`src/hdl/acmt_pkg.sv`:
```
// Package for the AES-128 CBC-MAC tag engine: types, constants and AES helpers.
package acmt_pkg;

    localparam int BlockBytes = 16;
    localparam int Rounds     = 10;
    localparam int QueueDepth = 2;

    typedef enum logic {
        REG_KEY_HIGH = 1'b0,
        REG_KEY_LOW  = 1'b1
    } t_reg_index;

    typedef struct packed {
        logic [7:0] data_byte;
        logic       last_byte;
    } t_in_beat;

    typedef struct packed {
        logic [63:0] tag_high;
        logic [63:0] tag_low;
    } t_out_beat;

    // Front-to-back job: a full chain block to encrypt, plus whether it closes a message.
    typedef struct packed {
        logic [127:0] block;
        logic         last;
    } t_job;

    typedef logic [7:0] t_sbox [256];

    localparam t_sbox Sbox = '{
        8'h63,8'h7c,8'h77,8'h7b,8'hf2,8'h6b,8'h6f,8'hc5,8'h30,8'h01,8'h67,8'h2b,8'hfe,8'hd7,8'hab,8'h76,
        8'hca,8'h82,8'hc9,8'h7d,8'hfa,8'h59,8'h47,8'hf0,8'had,8'hd4,8'ha2,8'haf,8'h9c,8'ha4,8'h72,8'hc0,
        8'hb7,8'hfd,8'h93,8'h26,8'h36,8'h3f,8'hf7,8'hcc,8'h34,8'ha5,8'he5,8'hf1,8'h71,8'hd8,8'h31,8'h15,
        8'h04,8'hc7,8'h23,8'hc3,8'h18,8'h96,8'h05,8'h9a,8'h07,8'h12,8'h80,8'he2,8'heb,8'h27,8'hb2,8'h75,
        8'h09,8'h83,8'h2c,8'h1a,8'h1b,8'h6e,8'h5a,8'ha0,8'h52,8'h3b,8'hd6,8'hb3,8'h29,8'he3,8'h2f,8'h84,
        8'h53,8'hd1,8'h00,8'hed,8'h20,8'hfc,8'hb1,8'h5b,8'h6a,8'hcb,8'hbe,8'h39,8'h4a,8'h4c,8'h58,8'hcf,
        8'hd0,8'hef,8'haa,8'hfb,8'h43,8'h4d,8'h33,8'h85,8'h45,8'hf9,8'h02,8'h7f,8'h50,8'h3c,8'h9f,8'ha8,
        8'h51,8'ha3,8'h40,8'h8f,8'h92,8'h9d,8'h38,8'hf5,8'hbc,8'hb6,8'hda,8'h21,8'h10,8'hff,8'hf3,8'hd2,
        8'hcd,8'h0c,8'h13,8'hec,8'h5f,8'h97,8'h44,8'h17,8'hc4,8'ha7,8'h7e,8'h3d,8'h64,8'h5d,8'h19,8'h73,
        8'h60,8'h81,8'h4f,8'hdc,8'h22,8'h2a,8'h90,8'h88,8'h46,8'hee,8'hb8,8'h14,8'hde,8'h5e,8'h0b,8'hdb,
        8'he0,8'h32,8'h3a,8'h0a,8'h49,8'h06,8'h24,8'h5c,8'hc2,8'hd3,8'hac,8'h62,8'h91,8'h95,8'he4,8'h79,
        8'he7,8'hc8,8'h37,8'h6d,8'h8d,8'hd5,8'h4e,8'ha9,8'h6c,8'h56,8'hf4,8'hea,8'h65,8'h7a,8'hae,8'h08,
        8'hba,8'h78,8'h25,8'h2e,8'h1c,8'ha6,8'hb4,8'hc6,8'he8,8'hdd,8'h74,8'h1f,8'h4b,8'hbd,8'h8b,8'h8a,
        8'h70,8'h3e,8'hb5,8'h66,8'h48,8'h03,8'hf6,8'h0e,8'h61,8'h35,8'h57,8'hb9,8'h86,8'hc1,8'h1d,8'h9e,
        8'he1,8'hf8,8'h98,8'h11,8'h69,8'hd9,8'h8e,8'h94,8'h9b,8'h1e,8'h87,8'he9,8'hce,8'h55,8'h28,8'hdf,
        8'h8c,8'ha1,8'h89,8'h0d,8'hbf,8'he6,8'h42,8'h68,8'h41,8'h99,8'h2d,8'h0f,8'hb0,8'h54,8'hbb,8'h16
    };

    // Byte k of a 128-bit word, byte 0 most significant.
    function automatic logic [7:0] get_byte(input logic [127:0] w, input int k);
        return w[127 - 8 * k -: 8];
    endfunction

    function automatic logic [7:0] gf_double(input logic [7:0] x);
        return {x[6:0], 1'b0} ^ (x[7] ? 8'h1b : 8'h00);
    endfunction

    function automatic logic [7:0] next_rcon(input logic [7:0] rc);
        return gf_double(rc);
    endfunction

    // One key-schedule step: round key r from round key r-1 and rcon.
    function automatic logic [127:0] key_step(input logic [127:0] k, input logic [7:0] rc);
        logic [31:0] t;
        logic [31:0] w0, w1, w2, w3;
        t  = {Sbox[k[23:16]] ^ rc, Sbox[k[15:8]], Sbox[k[7:0]], Sbox[k[31:24]]};
        w0 = k[127:96] ^ t;
        w1 = k[95:64] ^ w0;
        w2 = k[63:32] ^ w1;
        w3 = k[31:0] ^ w2;
        return {w0, w1, w2, w3};
    endfunction

    // One cipher round; final round skips MixColumns.
    function automatic logic [127:0] aes_round(input logic [127:0] s, input logic [127:0] rk,
                                               input logic final_rnd);
        logic [7:0]   tmp [16];
        logic [127:0] o;
        logic [7:0]   a0, a1, a2, a3, al;
        for (int c = 0; c < 4; c++) begin
            for (int i = 0; i < 4; i++) begin
                tmp[i + 4 * c] = Sbox[get_byte(s, i + 4 * ((c + i) % 4))];
            end
        end
        for (int c = 0; c < 4; c++) begin
            a0 = tmp[4 * c];
            a1 = tmp[4 * c + 1];
            a2 = tmp[4 * c + 2];
            a3 = tmp[4 * c + 3];
            al = a0 ^ a1 ^ a2 ^ a3;
            if (final_rnd) begin
                o[127 - 32 * c -: 32] = {a0, a1, a2, a3};
            end else begin
                o[127 - 32 * c -: 32] = {a0 ^ al ^ gf_double(a0 ^ a1),
                                         a1 ^ al ^ gf_double(a1 ^ a2),
                                         a2 ^ al ^ gf_double(a2 ^ a3),
                                         a3 ^ al ^ gf_double(a3 ^ a0)};
            end
        end
        return o ^ rk;
    endfunction

endpackage

```
`src/hdl/acmt_front.sv`:
```
// Front end: absorbs message bytes into a 128-bit block and issues jobs to the back end.
module acmt_front (
    input  logic             i_clk,
    input  logic             i_rst_n,
    input  logic             i_push,
    output logic             o_full,
    input  acmt_pkg::t_in_beat i_in,
    output logic             o_job_valid,
    output acmt_pkg::t_job   o_job,
    input  logic             i_job_ready
);
    import acmt_pkg::*;

    logic [127:0] r_blk, n_blk;
    logic [3:0]   r_pos;
    logic         r_job_valid;
    t_job         r_job;
    logic         w_take, w_issue;

    assign o_job_valid = r_job_valid;
    assign o_job       = r_job;
    // Stall only when an issued job is still waiting and this byte would issue another.
    assign o_full = r_job_valid && !i_job_ready && ((r_pos == 4'd15) || i_in.last_byte);
    assign w_take  = i_push && !o_full;
    assign w_issue = w_take && ((r_pos == 4'd15) || i_in.last_byte);

    always_comb begin
        n_blk = r_blk;
        n_blk[127 - 8 * r_pos -: 8] = r_blk[127 - 8 * r_pos -: 8] ^ i_in.data_byte;
    end

    always_ff @(posedge i_clk) begin
        if (!i_rst_n) begin
            r_pos       <= '0;
            r_blk       <= '0;
            r_job_valid <= 1'b0;
        end else begin
            if (w_issue) begin
                r_job_valid <= 1'b1;
            end else if (r_job_valid && i_job_ready) begin
                r_job_valid <= 1'b0;
            end
            if (w_take) begin
                if (w_issue) begin
                    r_job.block <= n_blk;
                    r_job.last  <= i_in.last_byte;
                    r_blk       <= '0;
                    r_pos       <= '0;
                end else begin
                    r_blk <= n_blk;
                    r_pos <= r_pos + 4'd1;
                end
            end
        end
    end

    always_ff @(posedge i_clk) begin
        if (i_rst_n && r_job_valid && !i_job_ready) begin
            assert (o_full || !(i_push && ((r_pos == 4'd15) || i_in.last_byte)))
                else $error("front issued over a waiting job");
        end
    end

    property p_pos_clear;
        @(posedge i_clk) disable iff (!i_rst_n) w_issue |=> (r_pos == 4'd0);
    endproperty
    a_pos_clear: assert property (p_pos_clear) else $error("byte position not cleared");

    property p_job_hold;
        @(posedge i_clk) disable iff (!i_rst_n)
            (r_job_valid && !i_job_ready) |=> (r_job_valid && $stable(r_job));
    endproperty
    a_job_hold: assert property (p_job_hold) else $error("job dropped while stalled");

    property p_blk_zero;
        @(posedge i_clk) disable iff (!i_rst_n) w_issue |=> (r_blk == '0);
    endproperty
    a_blk_zero: assert property (p_blk_zero) else $error("block not cleared after issue");

endmodule

```
`config.mk`:
```
export PLATFORM = sky130hd
export DESIGN_NAME = acmt_front
export DESIGN_NICKNAME = d
export VERILOG_FILES = /design/src/hdl/acmt_pkg.sv /design/src/hdl/acmt_front.sv
export SDC_FILE = /design/constraint.sdc
export NUM_CORES = 1
export LEC_CHECK = 0
export BUFFER_PORTS_ARGS = -buffer_cell sky130_fd_sc_hd__buf_2
export CAP_MARGIN = 15
export CELL_PAD_IN_SITES_DETAIL_PLACEMENT = 0
export CELL_PAD_IN_SITES_GLOBAL_PLACEMENT = 1
export CORE_ASPECT_RATIO = 0.9
export CORE_MARGIN = 1.5
export CORE_UTILIZATION = 45
export DETAILED_ROUTE_END_ITERATION = 12
export GPL_TIMING_DRIVEN = 0
export PLACE_DENSITY_LB_ADDON = 0.08
export SETUP_SLACK_MARGIN = 0.5
export SLEW_MARGIN = 10
export SYNTH_ARGS = -nofsm -noshare
export SYNTH_HDL_FRONTEND = slang
export SYNTH_SLANG_ARGS = --single-unit
```
`constraint.sdc`:
```
create_clock -name i_clk -period 18.6 [get_ports i_clk]
set_clock_uncertainty 0.2 [all_clocks]
set_input_delay 2.79 -clock i_clk [delete_from_list [all_inputs] [get_ports i_clk]]
set_output_delay 2.79 -clock i_clk [all_outputs]
set_load 0.01 [all_outputs]
```
Word-level counts from Yosys, hierarchy flattened. Cells that the tools add are included.

Reduce and logical (&&, ||, !) cells: 10. Add/sub/neg operators: 3. Bitwise logic cells: 1. Mux-type cells: 5. Equal/unequal tests: 1. Shift-type cells: 3.

Operators by type and width (count): $shift A8 B34 Y135 const A (1); $shiftx A135 B33 Y8 (1); $shiftx A8 B34 Y135 (1); $bwmux W128 (1); $mux W128 (1); $neg A32 Y34 (1); $sub A7 B7 Y8 const A (1); $xor A8 B8 Y8 (1); $logic_and A1 B1 Y1 (5); $add A4 B1 Y4 const B (1); $eq A4 B4 Y1 const B (1); $mux W4 (1); $reduce_and A3 Y1 (1); $logic_not A1 Y1 (2); $mux W1 (2); $reduce_bool A2 Y1 (1); $logic_or A1 B1 Y1 (1).

Logic and storage cells: 28. Bits in registers: 262. Output and inout bits: 131.

Longest topological paths before layout. Gate-level depths: netlist (run 1).

Depth after elaboration: 7. Depth in mapped cells: 10. Gate-level depth less buffers: 6.

Worst setup path before layout (run 1). Ideal clock, no wire load.

Path kind: input-to-reg. Start: input i_job_ready. End: register r_job, in the netlist o_job[0] (enable). Path slack: 9.373 ns. Arrival: 8.406 ns. Stages: 3. Buffers on the path: 0. Cells stage by stage: nand2b_1 nand2_1 nor2_1.

Longest elaborated chain between the ends: 7.

RTL lines: from (decl) (RTL line acmt_front.sv:10) `input logic i_job_ready`; $logic_not A1 Y1 (*); $logic_and A1 B1 Y1 (*) (2 in a row) (RTL line acmt_front.sv:23) `assign o_full = r_job_valid && !i_job_ready && ((r_pos == 4'd15) || i_in.last_byte);`; $logic_not A1 Y1 (*) (RTL line acmt_front.sv:24) `assign w_take = i_push && !o_full;`; $logic_and A1 B1 Y1 (*) (RTL line acmt_front.sv:24); $logic_and A1 B1 Y1 (RTL line acmt_front.sv:25) `assign w_issue = w_take && ((r_pos == 4'd15) || i_in.last_byte);`; $reduce_and A3 Y1 (no source line) (*); to (decl) (RTL line acmt_front.sv:17) `t_job r_job;`.

Every way passes the cells marked *; elsewhere a longest branch is shown, timed or not. A chain may end at the register's enable or synchronous reset.

Worst setup path in the final report (run 1).
Start: input i_in[0] (netlist bit). End: output o_full.

Longest elaborated chain between the ends: 2.

RTL lines: from (decl) (RTL line acmt_front.sv:7) `input acmt_pkg::t_in_beat i_in,`; $logic_or A1 B1 Y1 (RTL line acmt_front.sv:23); $logic_and A1 B1 Y1 (RTL line acmt_front.sv:23); to (decl) (RTL line acmt_front.sv:6) `output logic o_full,`.

Every way passes these cells.

==> results of run 1 <==
worst max-delay path, cell delays in order:
cell and delay, ns:
buf_2 0.13, a31oi_1 0.24, nor2_1 0.10, buf_2 0.15
state kept, by name (all words and copies together), names as in the netlist:
name and cells:
r_pos 4, o_job_valid 1, r_blk 128, o_job 129
power breakdown:
part	internal (mW)	switching [mW]	total [mW]
clock network	0.342	0.224	0.566
registers	0.611	0.00264	0.614
logic	0.0245	0.0537	0.0782
placed cells by master (no fill, tap or decap), types with 8 or more instances in the layout:
master,count
buf_4,19
o21ai_0,21
buf_2,150
dfxtp_1,133
o21ai_1,110
nand2_1,148
mux2i_4,16
clkbuf_1,16
a22o_1,8
a2bb2o_1,24
edfxtp_1,129
mux4_2,32
xor2_2,16
nand2b_1,12
clkbuf_16,29
nand3_1,17
o2bb2ai_1,96
xnor2_1,8
final cells by class:
| class | instances | area, µm² | share of cell area [%] |
|---|---|---|---|
| Sequential cell | 262 | 6540 | 48.6 |
| Multi-Input combinational cell | 568 | 4430 | 32.9 |
| Clock buffer | 37 | 796 | 5.91 |
| Timing Repair Buffer | 147 | 796 | 5.91 |
| Tap cell | 336 | 420 | 3.12 |
| Buffer | 50 | 305 | 2.27 |
| Clock inverter | 16 | 154 | 1.14 |
| Inverter | 4 | 20.0 | 0.149 |
| Antenna cell | 1 | 2.50 | 0.0186 |
final timing paths:
path / startpoint / end / depth (start not counted) / slack, ns
max: i_in[0] / o_full / 4 / 12.20
min: r_blk[77] / r_blk[77] / 1 / 0.28
max reg2reg: r_pos[0] / r_blk[9] / 9 / 15.34
min reg2reg: r_blk[77] / r_blk[77] / 1 / 0.28
through the flow:
step | cells | cell area, µm² | hold WS [ns] | power (mW) | setup slack [ns]
after floorplan | 884 | 11300 | 0.248 | 0.676 | 9.37
after global placement | 1363 | 12400 | 0.264 | 0.704 | 7.37
after detailed placement | 1367 | 12500 | 0.272 | 0.704 | 12.22
after CTS | 1420 | 13500 | 0.284 | 1.27 | 12.21
after global routing | 1420 | 13500 | 0.294 | 1.30 | 12.18
final | 1421 | 13500 | 0.284 | 1.26 | 12.20
Yosys cell counts (all sizes together) (4+ instances only):
cell type    n  area [µm²]
a21oi        4        23.8
a22o         8        70.1
a2bb2o      24         240
a32oi       13         166
and3         4        25.0
buf         38         260
clkbuf      12        45.0
dfxtp      133        2660
edfxtp     129        3870
ha           6        75.1
inv          4        20.0
mux2i       16         360
mux4        32         721
nand2      148         556
nand2b      12        75.1
nand3       17        85.1
nand4        5        31.3
nor2         7        28.8
nor2b        6        37.5
nor3         5        25.0
o21ai      131         656
o2bb2ai     96         841
xnor2        8        70.1
xor2        16         260
kinds of logic after synthesis:
| group | share of synthesized area, % |
|---|---|
| adder cells (fa/ha/maj) | 0.665 |
| XOR/XNOR | 2.93 |
| multiplexers | 9.58 |
| flip-flops | 57.9 |
| buffers and inverters | 2.88 |
| AO/OA/AOI/OAI | 18.2 |
| AND/OR/NAND/NOR | 7.86 |
metal layers:
layer / track usage, % / wire length, µm / up-vias / part of all wire (%)
met1: 38.6 / 15400 / 3936 / 51
li1: - / - / 3737 / -
met4: 5.14 / 590 / 0 / 2.0
met5: 0 / 0 / - / 0
met3: 3.26 / 2120 / 44 / 7.0
met2: 31.9 / 12100 / 274 / 40
==> flow_summary.toml, run 1 <==
[run_status]
run_status = "completed"

[power]
cellPowerDensity_mw_per_mm2 = 93.5
peakVddDrop_v = 0.0000526
p_leak_nw = 4.73

[finish]
synthToLayoutAreaGrowth_pct = 19.3
final_core_util_pct = 55.0
layout-drive-gt1-share_pct = 27.4
nNetsFinal = 1081
num-fill-cells = 2169

[global_routing]
grt_max_degree = 35
overflow = 0
grt_pass1_wl_um = 46500
antenna_found_initial = 0
gr-usage-all-layers_pct = 23.4
grt_pass1_vias = 7733

[run]
max_cap_violations = 0

[synthesis]
syn-mean-instance-area_um2 = 12.8
yosysWarnings = 0
syn_area_mm2 = 0.0113
synthArstFlopShare_pct = 0
synth_cells = 884
synth_ff_type = "dfxtp_1"
synth_cell_types = 39
synth_edf_count = 129
ys_seq_area_share_pct = 57.9
synth_nets = 903
ys_seq_elements = 262

[setup_path]
critPathMaxFanout = 5
critPathRequiredTime_ns = 15.61
start_kind = "input port"
end_kind = "output pin"
critical_path_class = "in -> out"
worstPathArrival_ns = 3.41

[clock_tree]
clk_path_buf_depth = 3
cts_tree = "built"
cts_sinks = 262
clk-insertion-delay-late_ns = 0.54
clk_pin_slew_ns = 0.06
cts_buffers = 29
htreeDepth = 1
cts_setup_buffers = 0
post_cts_resize_count = 0
cts_hold_buffers = 0
clockRootBuffer = "clkbuf_16"

[sta]
fin_crit_sh_pct = 34.4
relSlewSlack_pct = 34.6
finalHoldViolations = 0
setup-violations-final = 0
max_clock_freq_mhz = 156
slew_violations = 0
rsz0062_at_grt = "false"
worst_pin_slew_ns = 0.981
fin_setup_tns_ns = 0
fin_crit_ns = 6.40

[routing]
ant_nets = 0
wl_per_cell_um = 21.2
drtPass1Iterations = 5
via_count = 7991
dr.first_iter.drc_count = 750
vias_per_cell = 5.62
wirelength_um = 30200
drc = 0

[floorplanning]
dieArea_mm2 = 0.0260
initial_core_util_pct = 46.1
die_x_um = 170
core_region_area_mm2 = 0.0245
fp-row-count = 54
die_y_um = 153
io_pins = 144

[place]
dpl.hpwl_um = 22500
gp_congestion = 0.840
portBuffers = 143

[worst_hold_path]
holdCritPathClass = "reg -> reg"
Note: power is estimated with default switching activity, not from simulation.
==> run 2, diff against run 1 <==
==> constraint.sdc (replaced) <==
create_clock -name i_clk -period 6 [get_ports i_clk]
set_clock_uncertainty 0.2 [all_clocks]
set_input_delay 0.9 -clock i_clk [delete_from_list [all_inputs] [get_ports i_clk]]
set_output_delay 0.9 -clock i_clk [all_outputs]
set_load 0.01 [all_outputs]
==> run 2 against run 1 <==
Against the previous run:
- critical path depth up 3
- via count decreased by 0.54%
- sequential power rose to 3.1 times the previous value
- critical path type is now reg -> out
- final cell count down 0.21%
- critical endpoint unchanged
- setup slack got worse by 9.6 ns
==> flow_summary.toml, run 2 (synthesis gave the netlist of run 1 again) <==
[global_routing]
antenna_found_initial = 0
grt_pass1_wl_um = 46600
overflow = 0
grt_pass1_vias = 7598
grt_max_degree = 34
gr-usage-all-layers_pct = 23.6

[power]
peakVddDrop_v = 0.000191
p_leak_nw = 4.74
cellPowerDensity_mw_per_mm2 = 295

[floorplanning]
fp-row-count = 54
dieArea_mm2 = 0.0260
die_y_um = 153
core_region_area_mm2 = 0.0245
initial_core_util_pct = 46.1
io_pins = 144
die_x_um = 170

[clock_tree]
cts_hold_buffers = 0
cts_sinks = 262
cts_setup_buffers = 0
clk-insertion-delay-late_ns = 0.56
clockRootBuffer = "clkbuf_16"
cts_tree = "built"
clk_pin_slew_ns = 0.06
post_cts_resize_count = 0
clk_path_buf_depth = 3
cts_buffers = 28
htreeDepth = 1

[finish]
nNetsFinal = 1080
final_common_cell = "buf_2"
final_core_util_pct = 55.2
design_area_mm2 = 0.0135
largest_reg_flops = 129
synthToLayoutAreaGrowth_pct = 19.5
mostFrequentLayoutCells = "150 x buf_2, 148 x nand2_1, 133 x dfxtp_1"
antennaDiodeCount = 0
layout.cells.non_filler = 1418
layout-drive-gt1-share_pct = 27.4

[routing]
drc = 0
wirelength_um = 30200
via_count = 7948
vias_per_cell = 5.61
wl_per_cell_um = 21.3
dr.first_iter.drc_count = 616
ant_nets = 0
drtPass1Iterations = 5

[place]
portBuffers = 143
dpl-instance-area_mm2 = 0.0125
placedCellCount = 1367
dpl.hpwl_um = 22300
gp_congestion = 0.861

[run]
max_cap_violations = 0

[worst_hold_path]
holdCritPathClass = "reg -> reg"
min_path_cells = 1

[setup_path]
r2r_cells = 9
end_kind = "output pin"
cpMostUsedCell = "buf_2"
critPathMaxFanout = 10
critPathRequiredTime_ns = 4.90
worstPathArrival_ns = 2.29
critPathMaxStageDelay_ns = 0.34
start_kind = "register"
cp_slowest_cell = "dfxtp_1"
critical_path_class = "reg -> out"
crit_path_cell_trace = "buf_6, buf_4, buf_2, buf_2, a31oi_1, nor2_1, buf_2"

[run_status]
run_status = "completed"

[sta]
fin_crit_sh_pct = 56.6
relSlewSlack_pct = 34.0
setup-violations-final = 0
fin_crit_ns = 3.39
slew_violations = 0
max_clock_freq_mhz = 295
worst_pin_slew_ns = 0.990
rsz0062_at_grt = "false"
finalHoldViolations = 0
==> run 2: cell count changes in the layout (fill, tap and decap cells not counted) <==
cell	before	now
clkinv_1	6	0
clkbuf_1	16	21
bufinv_16	3	5
clkinv_2	5	3
clkbuf_16	29	28
clkinv_8	0	1
diode_2	1	0
inv_6	2	1
==> run 2: final timing paths <==
check | from | slack, ns | endpoint
max | r_pos[2] | 2.61 | o_full
min reg2reg | r_blk[10] | 0.28 | r_blk[10]
max reg2reg | r_pos[0] | 2.76 | r_blk[75]
min | r_blk[10] | 0.28 | r_blk[10]
==> run 2: layout make-up <==
class | count | area (µm²)
fillers | 2166 | 11000
inverters | 4 | 20.0
clock inverters | 10 | 189
multi-input cells | 568 | 4430
flip-flops and latches | 262 | 6540
repair buffers | 147 | 796
plain buffers | 50 | 305
well taps | 336 | 420
clock buffers | 41 | 790
==> run 2: where the power goes <==
part	internal [mW]	switching, mW
sequential	1.90	0.00832
combinational	0.0760	0.167
clock	1.13	0.706
==> run 2: worst max-delay path: cells and delay by family (launching register included) <==
kind	cells	cell delay (ns)
AO/OA/AOI/OAI	1	0.18
buffers and inverters	5	1.08
flip-flops	1	0.34
AND/OR/NAND/NOR	1	0.15
==> run 2: routing by layer <==
metal	global-route usage [%]	up-vias	routed length, µm	share of wire [%]
met2	31.6	285	11700	39
met1	39.3	3884	15700	52
met5	0	-	0	0
li1	-	3735	-	-
met4	5.52	0	658	2.2
met3	3.31	44	2050	6.8
==> run 2: through the flow <==
step | setup TNS, ns | power [mW] | hold WS (ns) | worst slack (ns)
floorplan | 0 | 2.09 | 0.248 | 0.878
global placement | -53.70 | 2.18 | 0.264 | -0.431
global route | 0 | 4.09 | 0.292 | 2.42
detailed placement | 0 | 2.18 | 0.269 | 2.79
finish | 0 | 3.98 | 0.283 | 2.61
CTS | 0 | 4.00 | 0.281 | 2.59
